**src/rtl/core/wsdf_pkg.sv**
```systemverilog
// ----------------------------------------------------------------------------
// wsdf_pkg
// Shared types and constants for the frame deframer: the length codes of the
// frame header, the work codes passed from the header parser to the output
// stage, and the queue entry format.
// ----------------------------------------------------------------------------
package wsdf_pkg;

  localparam int unsigned BYTE_W   = 8;
  localparam int unsigned KEY_NUM  = 4;
  localparam int unsigned KEY_IW   = 2;
  localparam int unsigned Q_DEPTH  = 4;
  localparam int unsigned Q_AW     = 2;
  localparam int unsigned Q_CW     = 3;

  // Seven-bit length values that select an extended length field.
  localparam logic [6:0] LEN_EXT16 = 7'd126;
  localparam logic [6:0] LEN_EXT64 = 7'd127;

  typedef logic [2:0] wsdf_op_t;

  localparam wsdf_op_t OP_PASS      = 3'd0;  // raw byte, framing off
  localparam wsdf_op_t OP_KEY       = 3'd1;  // store one mask byte
  localparam wsdf_op_t OP_KEY_EMPTY = 3'd2;  // last mask byte of a zero-length frame
  localparam wsdf_op_t OP_DATA      = 3'd3;  // payload byte
  localparam wsdf_op_t OP_DATA_LAST = 3'd4;  // final payload byte

  typedef struct packed {
    wsdf_op_t            op;
    logic [KEY_IW-1:0]   key_idx;
    logic [BYTE_W-1:0]   data;
  } wsdf_entry_t;

  typedef struct packed {
    logic        valid;
    wsdf_entry_t entry;
  } wsdf_push_t;

endpackage

```
**src/rtl/core/wsdf_front.sv**
```systemverilog
// ----------------------------------------------------------------------------
// wsdf_front
// Header parser. Accepts received words, tracks the frame header and the
// payload length; each raw, mask or payload word becomes one queue entry.
// ----------------------------------------------------------------------------
module wsdf_front
  import wsdf_pkg::*;
#(
  parameter int unsigned LENGTH_BITS = 64
) (
  input  logic              clk,
  input  logic              rst_n,
  input  logic              cfg_wr_en,
  input  logic              cfg_wr_data,
  input  logic              in_valid,
  output logic              in_ready,
  input  logic [BYTE_W-1:0] in_rx_byte,
  input  logic              q_full,
  output wsdf_push_t        push
);

  localparam logic [2:0] PH_FIRST   = 3'd0;
  localparam logic [2:0] PH_LEN7    = 3'd1;
  localparam logic [2:0] PH_EXTLEN  = 3'd2;
  localparam logic [2:0] PH_MASK    = 3'd3;
  localparam logic [2:0] PH_PAYLOAD = 3'd4;

  logic                   framing_r, framing_nxt;
  logic [2:0]             phase_r, phase_nxt;
  logic [3:0]             hdr_cnt_r, hdr_cnt_nxt;
  logic [LENGTH_BITS-1:0] remain_r, remain_nxt;

  logic       accept;
  logic [6:0] len7;
  logic [3:0] hdr_dec;

  assign in_ready = !q_full;
  assign accept   = in_valid && in_ready;
  assign len7     = in_rx_byte[6:0];
  assign hdr_dec  = hdr_cnt_r - 4'd1;

  always_comb begin
    framing_nxt = framing_r;
    phase_nxt   = phase_r;
    hdr_cnt_nxt = hdr_cnt_r;
    remain_nxt  = remain_r;
    push        = '0;
    push.entry.data = in_rx_byte;

    if (cfg_wr_en) begin
      framing_nxt = cfg_wr_data;
      phase_nxt   = PH_FIRST;
      hdr_cnt_nxt = '0;
      remain_nxt  = '0;
    end else if (accept) begin
      if (!framing_r) begin
        push.valid    = 1'b1;
        push.entry.op = OP_PASS;
      end else begin
        unique case (phase_r)
          PH_LEN7: begin
            remain_nxt = '0;
            if (len7 == LEN_EXT16) begin
              hdr_cnt_nxt = 4'd2;
              phase_nxt   = PH_EXTLEN;
            end else if (len7 == LEN_EXT64) begin
              hdr_cnt_nxt = 4'd8;
              phase_nxt   = PH_EXTLEN;
            end else begin
              remain_nxt  = LENGTH_BITS'(len7);
              hdr_cnt_nxt = 4'd4;
              phase_nxt   = PH_MASK;
            end
          end
          PH_EXTLEN: begin
            // A length that would overflow the counter saturates.
            if (remain_r[LENGTH_BITS-1 -: 8] != '0) begin
              remain_nxt = '1;
            end else begin
              remain_nxt = {remain_r[LENGTH_BITS-9:0], in_rx_byte};
            end
            hdr_cnt_nxt = hdr_dec;
            if (hdr_dec == '0) begin
              hdr_cnt_nxt = 4'd4;
              phase_nxt   = PH_MASK;
            end
          end
          PH_MASK: begin
            push.valid         = 1'b1;
            push.entry.op      = OP_KEY;
            push.entry.key_idx = KEY_IW'(2'd0 - hdr_cnt_r[1:0]);
            hdr_cnt_nxt        = hdr_dec;
            if (hdr_dec == '0) begin
              if (remain_r == '0) begin
                push.entry.op = OP_KEY_EMPTY;
                phase_nxt     = PH_FIRST;
              end else begin
                phase_nxt = PH_PAYLOAD;
              end
            end
          end
          PH_PAYLOAD: begin
            push.valid = 1'b1;
            remain_nxt = remain_r - LENGTH_BITS'(1);
            if (remain_r == LENGTH_BITS'(1)) begin
              push.entry.op = OP_DATA_LAST;
              phase_nxt     = PH_FIRST;
              hdr_cnt_nxt   = '0;
              remain_nxt    = '0;
            end else begin
              push.entry.op = OP_DATA;
            end
          end
          default: begin
            // First header byte carries nothing we use.
            hdr_cnt_nxt = '0;
            remain_nxt  = '0;
            phase_nxt   = PH_LEN7;
          end
        endcase
      end
    end
  end

  always_ff @(posedge clk) begin
    if (!rst_n) begin
      framing_r <= 1'b0;
      phase_r   <= PH_FIRST;
      hdr_cnt_r <= '0;
      remain_r  <= '0;
    end else begin
      framing_r <= framing_nxt;
      phase_r   <= phase_nxt;
      hdr_cnt_r <= hdr_cnt_nxt;
      remain_r  <= remain_nxt;
    end
  end

endmodule

```
**src/rtl/core/wsdf_queue.sv**
```systemverilog
// ----------------------------------------------------------------------------
// wsdf_queue
// Short first-in first-out queue of work entries between parser and output
// stage, so that either side can stall without stopping the other at once.
// ----------------------------------------------------------------------------
module wsdf_queue
  import wsdf_pkg::*;
(
  input  logic        clk,
  input  logic        rst_n,
  input  wsdf_push_t  push,
  output logic        full,
  output logic        head_valid,
  output wsdf_entry_t head,
  input  logic        pop
);

  wsdf_entry_t          mem_r [Q_DEPTH];
  logic [Q_AW-1:0]      wr_ptr_r, wr_ptr_nxt;
  logic [Q_AW-1:0]      rd_ptr_r, rd_ptr_nxt;
  logic [Q_CW-1:0]      count_r, count_nxt;
  logic                 do_push, do_pop;

  assign full       = (count_r == Q_CW'(Q_DEPTH));
  assign head_valid = (count_r != '0);
  assign head       = mem_r[rd_ptr_r];
  assign do_push    = push.valid && !full;
  assign do_pop     = pop && head_valid;

  always_comb begin
    wr_ptr_nxt = do_push ? wr_ptr_r + Q_AW'(1) : wr_ptr_r;
    rd_ptr_nxt = do_pop  ? rd_ptr_r + Q_AW'(1) : rd_ptr_r;
    count_nxt  = count_r + Q_CW'(do_push) - Q_CW'(do_pop);
  end

  always_ff @(posedge clk) begin
    if (!rst_n) begin
      wr_ptr_r <= '0;
      rd_ptr_r <= '0;
      count_r  <= '0;
    end else begin
      wr_ptr_r <= wr_ptr_nxt;
      rd_ptr_r <= rd_ptr_nxt;
      count_r  <= count_nxt;
    end
  end

  always_ff @(posedge clk) begin
    if (do_push) begin
      mem_r[wr_ptr_r] <= push.entry;
    end
  end

endmodule

```
**src/rtl/core/wsdf_back.sv**
```systemverilog
// ----------------------------------------------------------------------------
// wsdf_back
// Output stage. Holds the mask key, unmasks payload words, forwards raw words
// and empty-frame markers, and drives the registered result channel.
// ----------------------------------------------------------------------------
module wsdf_back
  import wsdf_pkg::*;
(
  input  logic              clk,
  input  logic              rst_n,
  input  logic              head_valid,
  input  wsdf_entry_t       head,
  output logic              pop,
  output logic              out_valid,
  input  logic              out_ready,
  output logic [BYTE_W-1:0] out_byte,
  output logic              out_last_in_frame,
  output logic              out_empty_frame
);

  logic [BYTE_W-1:0] key_r [KEY_NUM];
  logic [KEY_IW-1:0] midx_r, midx_nxt;
  logic              ovalid_r, ovalid_nxt;
  logic [BYTE_W-1:0] obyte_r, obyte_nxt;
  logic              olast_r, olast_nxt;
  logic              oempty_r, oempty_nxt;
  logic              is_key_only;
  logic              slot_free;
  logic              key_wr;

  assign is_key_only = (head.op == OP_KEY);
  assign slot_free   = !ovalid_r || out_ready;
  assign pop         = head_valid && (is_key_only || slot_free);
  assign key_wr      = pop && (head.op == OP_KEY || head.op == OP_KEY_EMPTY);

  always_comb begin
    midx_nxt   = midx_r;
    ovalid_nxt = ovalid_r && !out_ready;
    obyte_nxt  = obyte_r;
    olast_nxt  = olast_r;
    oempty_nxt = oempty_r;
    if (pop) begin
      unique case (head.op)
        OP_PASS: begin
          ovalid_nxt = 1'b1;
          obyte_nxt  = head.data;
          olast_nxt  = 1'b0;
          oempty_nxt = 1'b0;
        end
        OP_KEY: begin
          midx_nxt = '0;
        end
        OP_KEY_EMPTY: begin
          midx_nxt   = '0;
          ovalid_nxt = 1'b1;
          obyte_nxt  = '0;
          olast_nxt  = 1'b1;
          oempty_nxt = 1'b1;
        end
        OP_DATA, OP_DATA_LAST: begin
          midx_nxt   = midx_r + KEY_IW'(1);
          ovalid_nxt = 1'b1;
          obyte_nxt  = head.data ^ key_r[midx_r];
          olast_nxt  = (head.op == OP_DATA_LAST);
          oempty_nxt = 1'b0;
        end
        default: begin
          midx_nxt = midx_r;
        end
      endcase
    end
  end

  always_ff @(posedge clk) begin
    if (!rst_n) begin
      ovalid_r <= 1'b0;
      midx_r   <= '0;
    end else begin
      ovalid_r <= ovalid_nxt;
      midx_r   <= midx_nxt;
    end
  end

  always_ff @(posedge clk) begin
    obyte_r  <= obyte_nxt;
    olast_r  <= olast_nxt;
    oempty_r <= oempty_nxt;
    if (key_wr) begin
      key_r[head.key_idx] <= head.data;
    end
  end

  assign out_valid         = ovalid_r;
  assign out_byte          = obyte_r;
  assign out_last_in_frame = olast_r;
  assign out_empty_frame   = oempty_r;

endmodule

```
**src/rtl/core/websocket_frame_deframer.sv**
```systemverilog
// ----------------------------------------------------------------------------
// websocket_frame_deframer
// Strips WebSocket frame headers from a received byte stream and unmasks the
// payload, or passes raw bytes through when framing is off.
//
// Usage:
//   Input channel (in_valid/in_ready/in_rx_byte) takes one received word.
//   Result channel (out_valid/out_ready/out_*) gives one word per payload
//   byte, one marker word per zero-length frame, or one word per raw byte in
//   pass-through mode. Header and mask bytes give no result.
//   cfg_wr_en/cfg_wr_data set framing on or off and restart the header
//   parser; write only while the block is idle.
//   A word that gives a result is written into the queue and then into the
//   registered output stage before it appears on the output.
//   Throughput: one word per cycle while the queue is not full, set by the
//   header parser and the registered output stage.
//   A four-entry queue sits between parser and output; when the receiver
//   holds out_ready low the queue fills and in_ready drops once it is full.
//   Reset (rst_n low, synchronous) clears the queue, the output register and
//   the parser, and turns framing off.
// ----------------------------------------------------------------------------
module websocket_frame_deframer
  import wsdf_pkg::*;
#(
  parameter int unsigned LENGTH_BITS = 64
) (
  input  logic              clk,
  input  logic              rst_n,
  input  logic              cfg_wr_en,
  input  logic              cfg_wr_data,
  input  logic              in_valid,
  output logic              in_ready,
  input  logic [BYTE_W-1:0] in_rx_byte,
  output logic              out_valid,
  input  logic              out_ready,
  output logic [BYTE_W-1:0] out_byte,
  output logic              out_last_in_frame,
  output logic              out_empty_frame
);

  wsdf_push_t  push;
  logic        q_full;
  logic        head_valid;
  wsdf_entry_t head;
  logic        pop;

  wsdf_front #(
    .LENGTH_BITS(LENGTH_BITS)
  ) u_front (
    .clk        (clk),
    .rst_n      (rst_n),
    .cfg_wr_en  (cfg_wr_en),
    .cfg_wr_data(cfg_wr_data),
    .in_valid   (in_valid),
    .in_ready   (in_ready),
    .in_rx_byte (in_rx_byte),
    .q_full     (q_full),
    .push       (push)
  );

  wsdf_queue u_queue (
    .clk       (clk),
    .rst_n     (rst_n),
    .push      (push),
    .full      (q_full),
    .head_valid(head_valid),
    .head      (head),
    .pop       (pop)
  );

  wsdf_back u_back (
    .clk              (clk),
    .rst_n            (rst_n),
    .head_valid       (head_valid),
    .head             (head),
    .pop              (pop),
    .out_valid        (out_valid),
    .out_ready        (out_ready),
    .out_byte         (out_byte),
    .out_last_in_frame(out_last_in_frame),
    .out_empty_frame  (out_empty_frame)
  );

endmodule

```
**config.mk**
```make
export PLATFORM = sky130hd
export DESIGN_NAME = websocket_frame_deframer
export DESIGN_NICKNAME = d
export VERILOG_FILES = /design/src/rtl/core/wsdf_pkg.sv /design/src/rtl/core/wsdf_front.sv /design/src/rtl/core/wsdf_queue.sv /design/src/rtl/core/wsdf_back.sv /design/src/rtl/core/websocket_frame_deframer.sv
export SDC_FILE = /design/constraint.sdc
export NUM_CORES = 1
export LEC_CHECK = 0
export BUFFER_PORTS_ARGS = -buffer_cell sky130_fd_sc_hd__clkbuf_2
export CAP_MARGIN = 20
export CORE_ASPECT_RATIO = 1.25
export CORE_UTILIZATION = 56
export DETAILED_ROUTE_END_ITERATION = 8
export PLACE_DENSITY = 0.76
export SLEW_MARGIN = 10
export SYNTH_ARGS = -nofsm -noshare
export SYNTH_HDL_FRONTEND = slang
export SYNTH_SLANG_ARGS = --single-unit
```
**constraint.sdc**
```tcl
create_clock -name clk -period 3.3 [get_ports clk]
set_input_delay 0.33 -clock clk [delete_from_list [all_inputs] [get_ports clk]]
set_output_delay 0.33 -clock clk [all_outputs]
set_load 0.1 [all_outputs]
```
# Yosys cells after proc, flatten, opt, wreduce, memory -nomap -nowiden
# Memories as Yosys holds them, arrays and structs flattened. A register that Yosys moved wholly into a read port is not among the register bits.
# Cells that the tools add are included.
[op_classes] addsub=8 eq_ne=15 n_mux=40 n_bitwise=3 n_reduce_logical=31
[ops] op="$pmux 64 s4" count=1
[ops] op="$mux 64" count=3
[ops] op="$eq 64x1->1 const B" count=1
[ops] op="$logic_not 64->1" count=1
[ops] op="$sub 64x1->64 const B" count=1
[ops] op="$pmux 8 s3" count=1
[ops] op="$mux 3" count=7
[ops] op="$mux 4" count=5
[ops] op="$pmux 4 s4" count=1
[ops] op="$eq 7x7->1 const B" count=2
[ops] op="$mux 2" count=7
[ops] op="$eq 3x2->1 const B" count=4
[ops] op="$mux 6" count=2
[ops] op="$pmux 3 s4" count=1
[ops] op="$eq 3x3->1 const B" count=3
[ops] op="$pmux 4 s2" count=1
[ops] op="$reduce_bool 8->1" count=1
[ops] op="$xor 8x8->8" count=1
[ops] op="$mux 1" count=7
[ops] op="$mux 7" count=1
[ops] op="$add 2x1->2 const B" count=3
[ops] op="$eq 3x1->1 const B" count=2
[ops] op="$logic_and 1x1->1" count=6
[ops] op="$ne 2x1->1 const B" count=3
[ops] op="20 further kinds" count=32
[totals] ff_bits=92 ramBits=84 n_memories=2
[memory_table] memory="u_queue.mem_r" words=4 word_bits=13 rd=1 rd_ports_with_merged_regs=1 wr=1 line_no="wsdf_queue.sv:18" source="wsdf_entry_t mem_r [Q_DEPTH];"
[memory_table] memory="u_back.key_r" words=4 word_bits=8 rd=1 rd_ports_with_merged_regs=1 wr=1 line_no="wsdf_back.sv:21" source="logic [BYTE_W-1:0] key_r [KEY_NUM];"

# Depth between registers and ports, before layout
[logic_depth] word_depth=10 ltp_mapped=13 depth_no_buf=13

# Cells and area by module
# From an unflattened synthesis, not the netlist that was laid out.
[hier_totals] hier_cells=918 area_unflattened_um2=9342.7
[by_module_without_submodules] module="wsdf_front" n_inst=1 cells_each=668 area_each_um2=4889.7 seq_area_each_um2=1441.4
[by_module_without_submodules] module="wsdf_queue" n_inst=1 cells_each=116 area_each_um2=2366.0 seq_area_each_um2=1741.7
[by_module_without_submodules] module="wsdf_back" n_inst=1 cells_each=134 area_each_um2=2087.0 seq_area_each_um2=1361.3

# Worst setup path before layout
# Ideal clock, no wire load.
[synth_timing] kind="register to register" from="register u_front.remain_r[33]" to="register u_front.remain_r[60]" setup_time_ns=0.057 arrival_time_ns=3.050 required_ns=3.243 setup_slack_ns=0.193 path_stages_with_launch=10 path_buffers=2 synth_period_minus_slack_ns=3.107 cell_sequence="dfxtp_1 or3_4 or4b_4 buf_6 or4_4 buf_6 or3_4 or4_1 o31ai_2 a21o_1"
[synth_via] elab_chain_cells=3
[synth_rtl] item="start, declared" line_no="wsdf_front.sv:31" source="logic [LENGTH_BITS-1:0] remain_r, remain_nxt;"
[synth_rtl] item="start signal, assigned" line_no="wsdf_front.sv:135" source="remain_r <= remain_nxt;"
[synth_rtl] item="$sub 64x1->64 or $eq 64x1->1 (tied branches)" line_no="wsdf_front.sv:104, wsdf_front.sv:105"
[synth_rtl] item="$mux 64 *" line_no="wsdf_front.sv:105" source="if (remain_r == LENGTH_BITS'(1)) begin"
[synth_rtl] item="$pmux 64 s4 *" line_no="wsdf_front.sv:60" source="unique case (phase_r)"
# Every way passes the cells marked *; elsewhere a longest branch is shown, timed or not.
# A chain may end at the register's enable or synchronous reset.

# Final worst setup path
# Ends and elaborated chain as after synthesis.

==> results.txt <==
The run finished with clean final reports. The total power after layout came out at 6.35 mW. The final sum of negative setup slack is 0 ns.

The number of storage elements in the synthesis netlist is 180. The post-cts sizing count is 0. The sum of net half-perimeters after detailed placement came out at 14,800 um.

The post-synth net total came out at 887. The vertical die dimension is 142 um. In this design, the stage delay of the slowest critical-path cell is 0.56 ns. The ratio of routed vias to standard cells is 6.27. The worst slew slack as a fraction of its limit came out at 39.4%. The peak fanout along the critical path is 9.

The routability congestion estimate came out at about 0.9. The number of distinct library cells after synthesis came out at 63. The worst path uses 92.6% of the clock period. The worst hold path belongs to the class in2reg. The cell leakage power came out at 3.60 nW. The non-filler instance count after layout is 1,122. The total vias in the final route came out at slightly above 7,000. The starting density of the core came out at 58.1%. Combinational logic burns about a quarter of the power. The clock passes through at most 2 buffers. The startpoint type of the worst setup path is a flip-flop.

The die boundary width came out at 114 um. At the worst endpoint, the required time is around 3.7 ns. Setup repair after global routing left no endpoint under its margin. The clock buffer count from CTS is 17.

In the routed design, unresolved DRC markers number 0. The placeable core region is 0.0152 mm2. The part of the power in the clock network came out at a little under a third. The utilization after layout is 65.2%. The critical path class is reg2reg. The mean area per synthesized cell is 10.3 um2. The top-level port count is 26.

The mapped netlist covers roughly 0.0088 mm2. The net switching power came out at 2.18 mW. At the worst endpoint, the arrival time is roughly 3.4 ns. The layout-stage area growth over the synthesis result is 12.1%.

Setup violations remaining at the end of the flow were counted as 0. The cell with the largest stage delay on the worst path is or4_4. The count of fill cells added during filler insertion came out at 1,185. The H-tree was split into 4 levels.

The row count is 50. The clock-pin slew on the worst setup and hold paths came out at 0.07 ns. Dividing total power by cell area gives a power density of ~640 mW/mm2. On the final layout, the worst clock skew is 0.00674 ns. The top cell types in the final layout, fill and taps aside, are o21ai_0, edfxtp_1, dfxtp_1, nand2_1, nor2_1.

The count of buffers added by post-CTS timing repair for setup came out at 0. The number of max-slew violations in the final report came to 0. The final count of hold timing violations was 0. Synthesis produced 861 cells. The dominant cell type by count on the critical path is or3_4. The tree is rooted in a clkbuf_16. The first detailed-routing pass ran for 5 iterations.

Dividing the detail-routed wire length by the instance count gives 19.0 um. During placement, the flow inserted port buffers numbering 25. The total global routing overflow is 0. VDD sags by at most around 0.28 mV. The total track usage came out at 27.6%. Sequential cells account for a little over two fifths of the total power.

The sequential area share after synthesis is 51.4%. The total of hold buffers inserted after clock tree synthesis is 0. The share of flip-flops with an asynchronous set or reset is 0%. The die covers 0.0163 mm2.

The library cell used most frequently in the layout, excluding fill and tap cells, is o21ai_0. The synthesized design contains 94 enable-type register cells. The critical path goes through or3_4 -> or4b_4 -> or4_4 -> or3_4 -> or4_1 -> o31ai_2 -> a21o_1. The TritonCTS clock tree is built.

Net switching is 34.4% of the power. The number of global-route vias before repair came to 6,910. The sum of routed wire length over all layers came out at 21,400 um. The number of DRC violations after detailed-routing iteration 0 is 570. The highest clock frequency the design can meet came out at 327 MHz. The first-pass GRT wire length is ~35,000 um.

The antenna diode count came out at 0. The Yosys step of the flow raised 0 warnings. The number of violations of the max-capacitance limit came out at 0. The initial antenna violation count came out at 0. The number of routed nets with antenna violations is 0. Counting tap cells, the placed design contains a total of about 1,100 instances. The internal power summed over all cells is 4.17 mW.

The number of sinks on the clock net is 180. Entering global routing, the biggest net connects 42 pins. The most used flip-flop cell after synthesis is edfxtp_1. The minimum period implied by the final worst setup slack came out at 3.06 ns. At the pin with the least slew margin, the transition time is 0.905 ns. STA classifies the critical path endpoint as a flip-flop. The fraction of final layout cells sized beyond drive strength 1 is 13.9%. The latest clock arrival within the worst-skew pair came out at 0.44 ns. In the final design database the tool counted 927 nets.
## path summary, 6_finish.rpt
check                                          from                                end  slack (ns)  cells past startpoint
setup / recovery  u_front.remain_r[33]$_SDFFE_PP0P_  u_front.remain_r[60]$_SDFFE_PP0P_        0.24                      7
hold / removal                        in_rx_byte[7]      u_queue.mem_r[1][7]$_DFFE_PP_        0.14                      1
setup reg to reg  u_front.remain_r[33]$_SDFFE_PP0P_  u_front.remain_r[60]$_SDFFE_PP0P_        0.24                      7
hold reg to reg   u_front.remain_r[31]$_SDFFE_PP0P_  u_front.remain_r[31]$_SDFFE_PP0P_        0.49                      1
## registers in the layout, summed over array words and instances (netlist names), 2 cells and up, named ones only
register	flops
u_queue.wr_ptr_r	2
u_back.key_r	32
u_front.remain_r	64
u_front.phase_r	3
u_queue.count_r	3
u_queue.mem_r	52
u_back.out_byte	8
u_back.midx_r	2
u_queue.rd_ptr_r	2
u_front.hdr_cnt_r	4
## synth_stat cells, types with 7 or more instances
library cell	n	share of area (%)
nor3_1	34	1.9
nand2b_1	7	0.50
nand3_1	15	0.85
and2_1	16	1.1
o211ai_1	15	1.3
a21o_1	10	0.85
dfxtp_1	86	19
mux4_2	21	5.4
nor2_1	69	2.9
or3_1	14	0.99
nor2b_1	10	0.71
xor2_1	12	1.2
or4_1	13	1.1
nand2_1	78	3.3
a21oi_1	37	2.1
a31oi_1	10	0.71
o22ai_1	9	0.64
o21ai_0	97	5.5
inv_1	19	0.81
ha_1	11	1.6
clkbuf_1	32	1.4
nor4_1	22	1.6
xnor2_1	28	2.8
o311ai_0	8	0.79
edfxtp_1	94	32
## cells by family (layout without fill, tap and decap cells)
logic type,Yosys count,after routing,share of synthesized area (%)
adder cells (fa/ha/maj),12,12,1.78
XOR/XNOR,40,40,3.97
buffers and inverters,63,116,2.99
flip-flops,180,180,51.4
multiplexers,27,27,6.03
AND/OR/NAND/NOR,309,309,17.8
AO/OA/AOI/OAI,230,230,15.9
## layout make-up
| class | instances | area [um2] | area share, % |
|---|---|---|---|
| Timing Repair Buffer | 65 | 438 | 4.42 |
| Sequential cell | 180 | 4550 | 45.9 |
| Clock inverter | 15 | 139 | 1.40 |
| Clock buffer | 17 | 425 | 4.29 |
| Multi-Input combinational cell | 618 | 4030 | 40.6 |
| Inverter | 19 | 71.3 | 0.720 |
| Tap cell | 208 | 260 | 2.63 |
## power by group through the flow
stage | registers (mW) | clock network (mW) | logic, mW
5_1_grt | 2.78 | 2.05 | 1.79
3_5_place_dp | 2.80 | 0 | 1.67
6_report | 2.75 | 1.93 | 1.66
4_1_cts | 2.76 | 1.96 | 1.67
3_3_place_gp | 2.80 | 0 | 1.62
2_1_floorplan | 3.27 | 0 | 0.870
## layer usage
layer	GRT usage (%)	part of all wire [%]	up-vias
met3	5.37	5.1	60
met5	0	0	-
met2	49.7	52	280
met1	31.6	39	3383
met4	12.6	3.4	0
li1	-	-	3317
## worst max-delay path: cells and delay by family, from the launching register on
family,cells,cell delay [ns]
AO/OA/AOI/OAI,2,0.30
AND/OR/NAND/NOR,5,2.35
flip-flops,1,0.36
## through the flow
| step | cell area (um2) | setup slack (ns) | hold slack [ns] |
|---|---|---|---|
| final | 9910 | 0.243 | 0.138 |
| after global routing | 9910 | 0.0987 | 0.133 |
| after CTS | 9900 | 0.267 | 0.132 |
| after detailed placement | 9340 | 0.264 | 0.474 |
| after global placement | 9340 | 0.327 | 0.462 |
| after floorplan | 8830 | 0.193 | 0.429 |
Power figures use the tool's default switching activity.
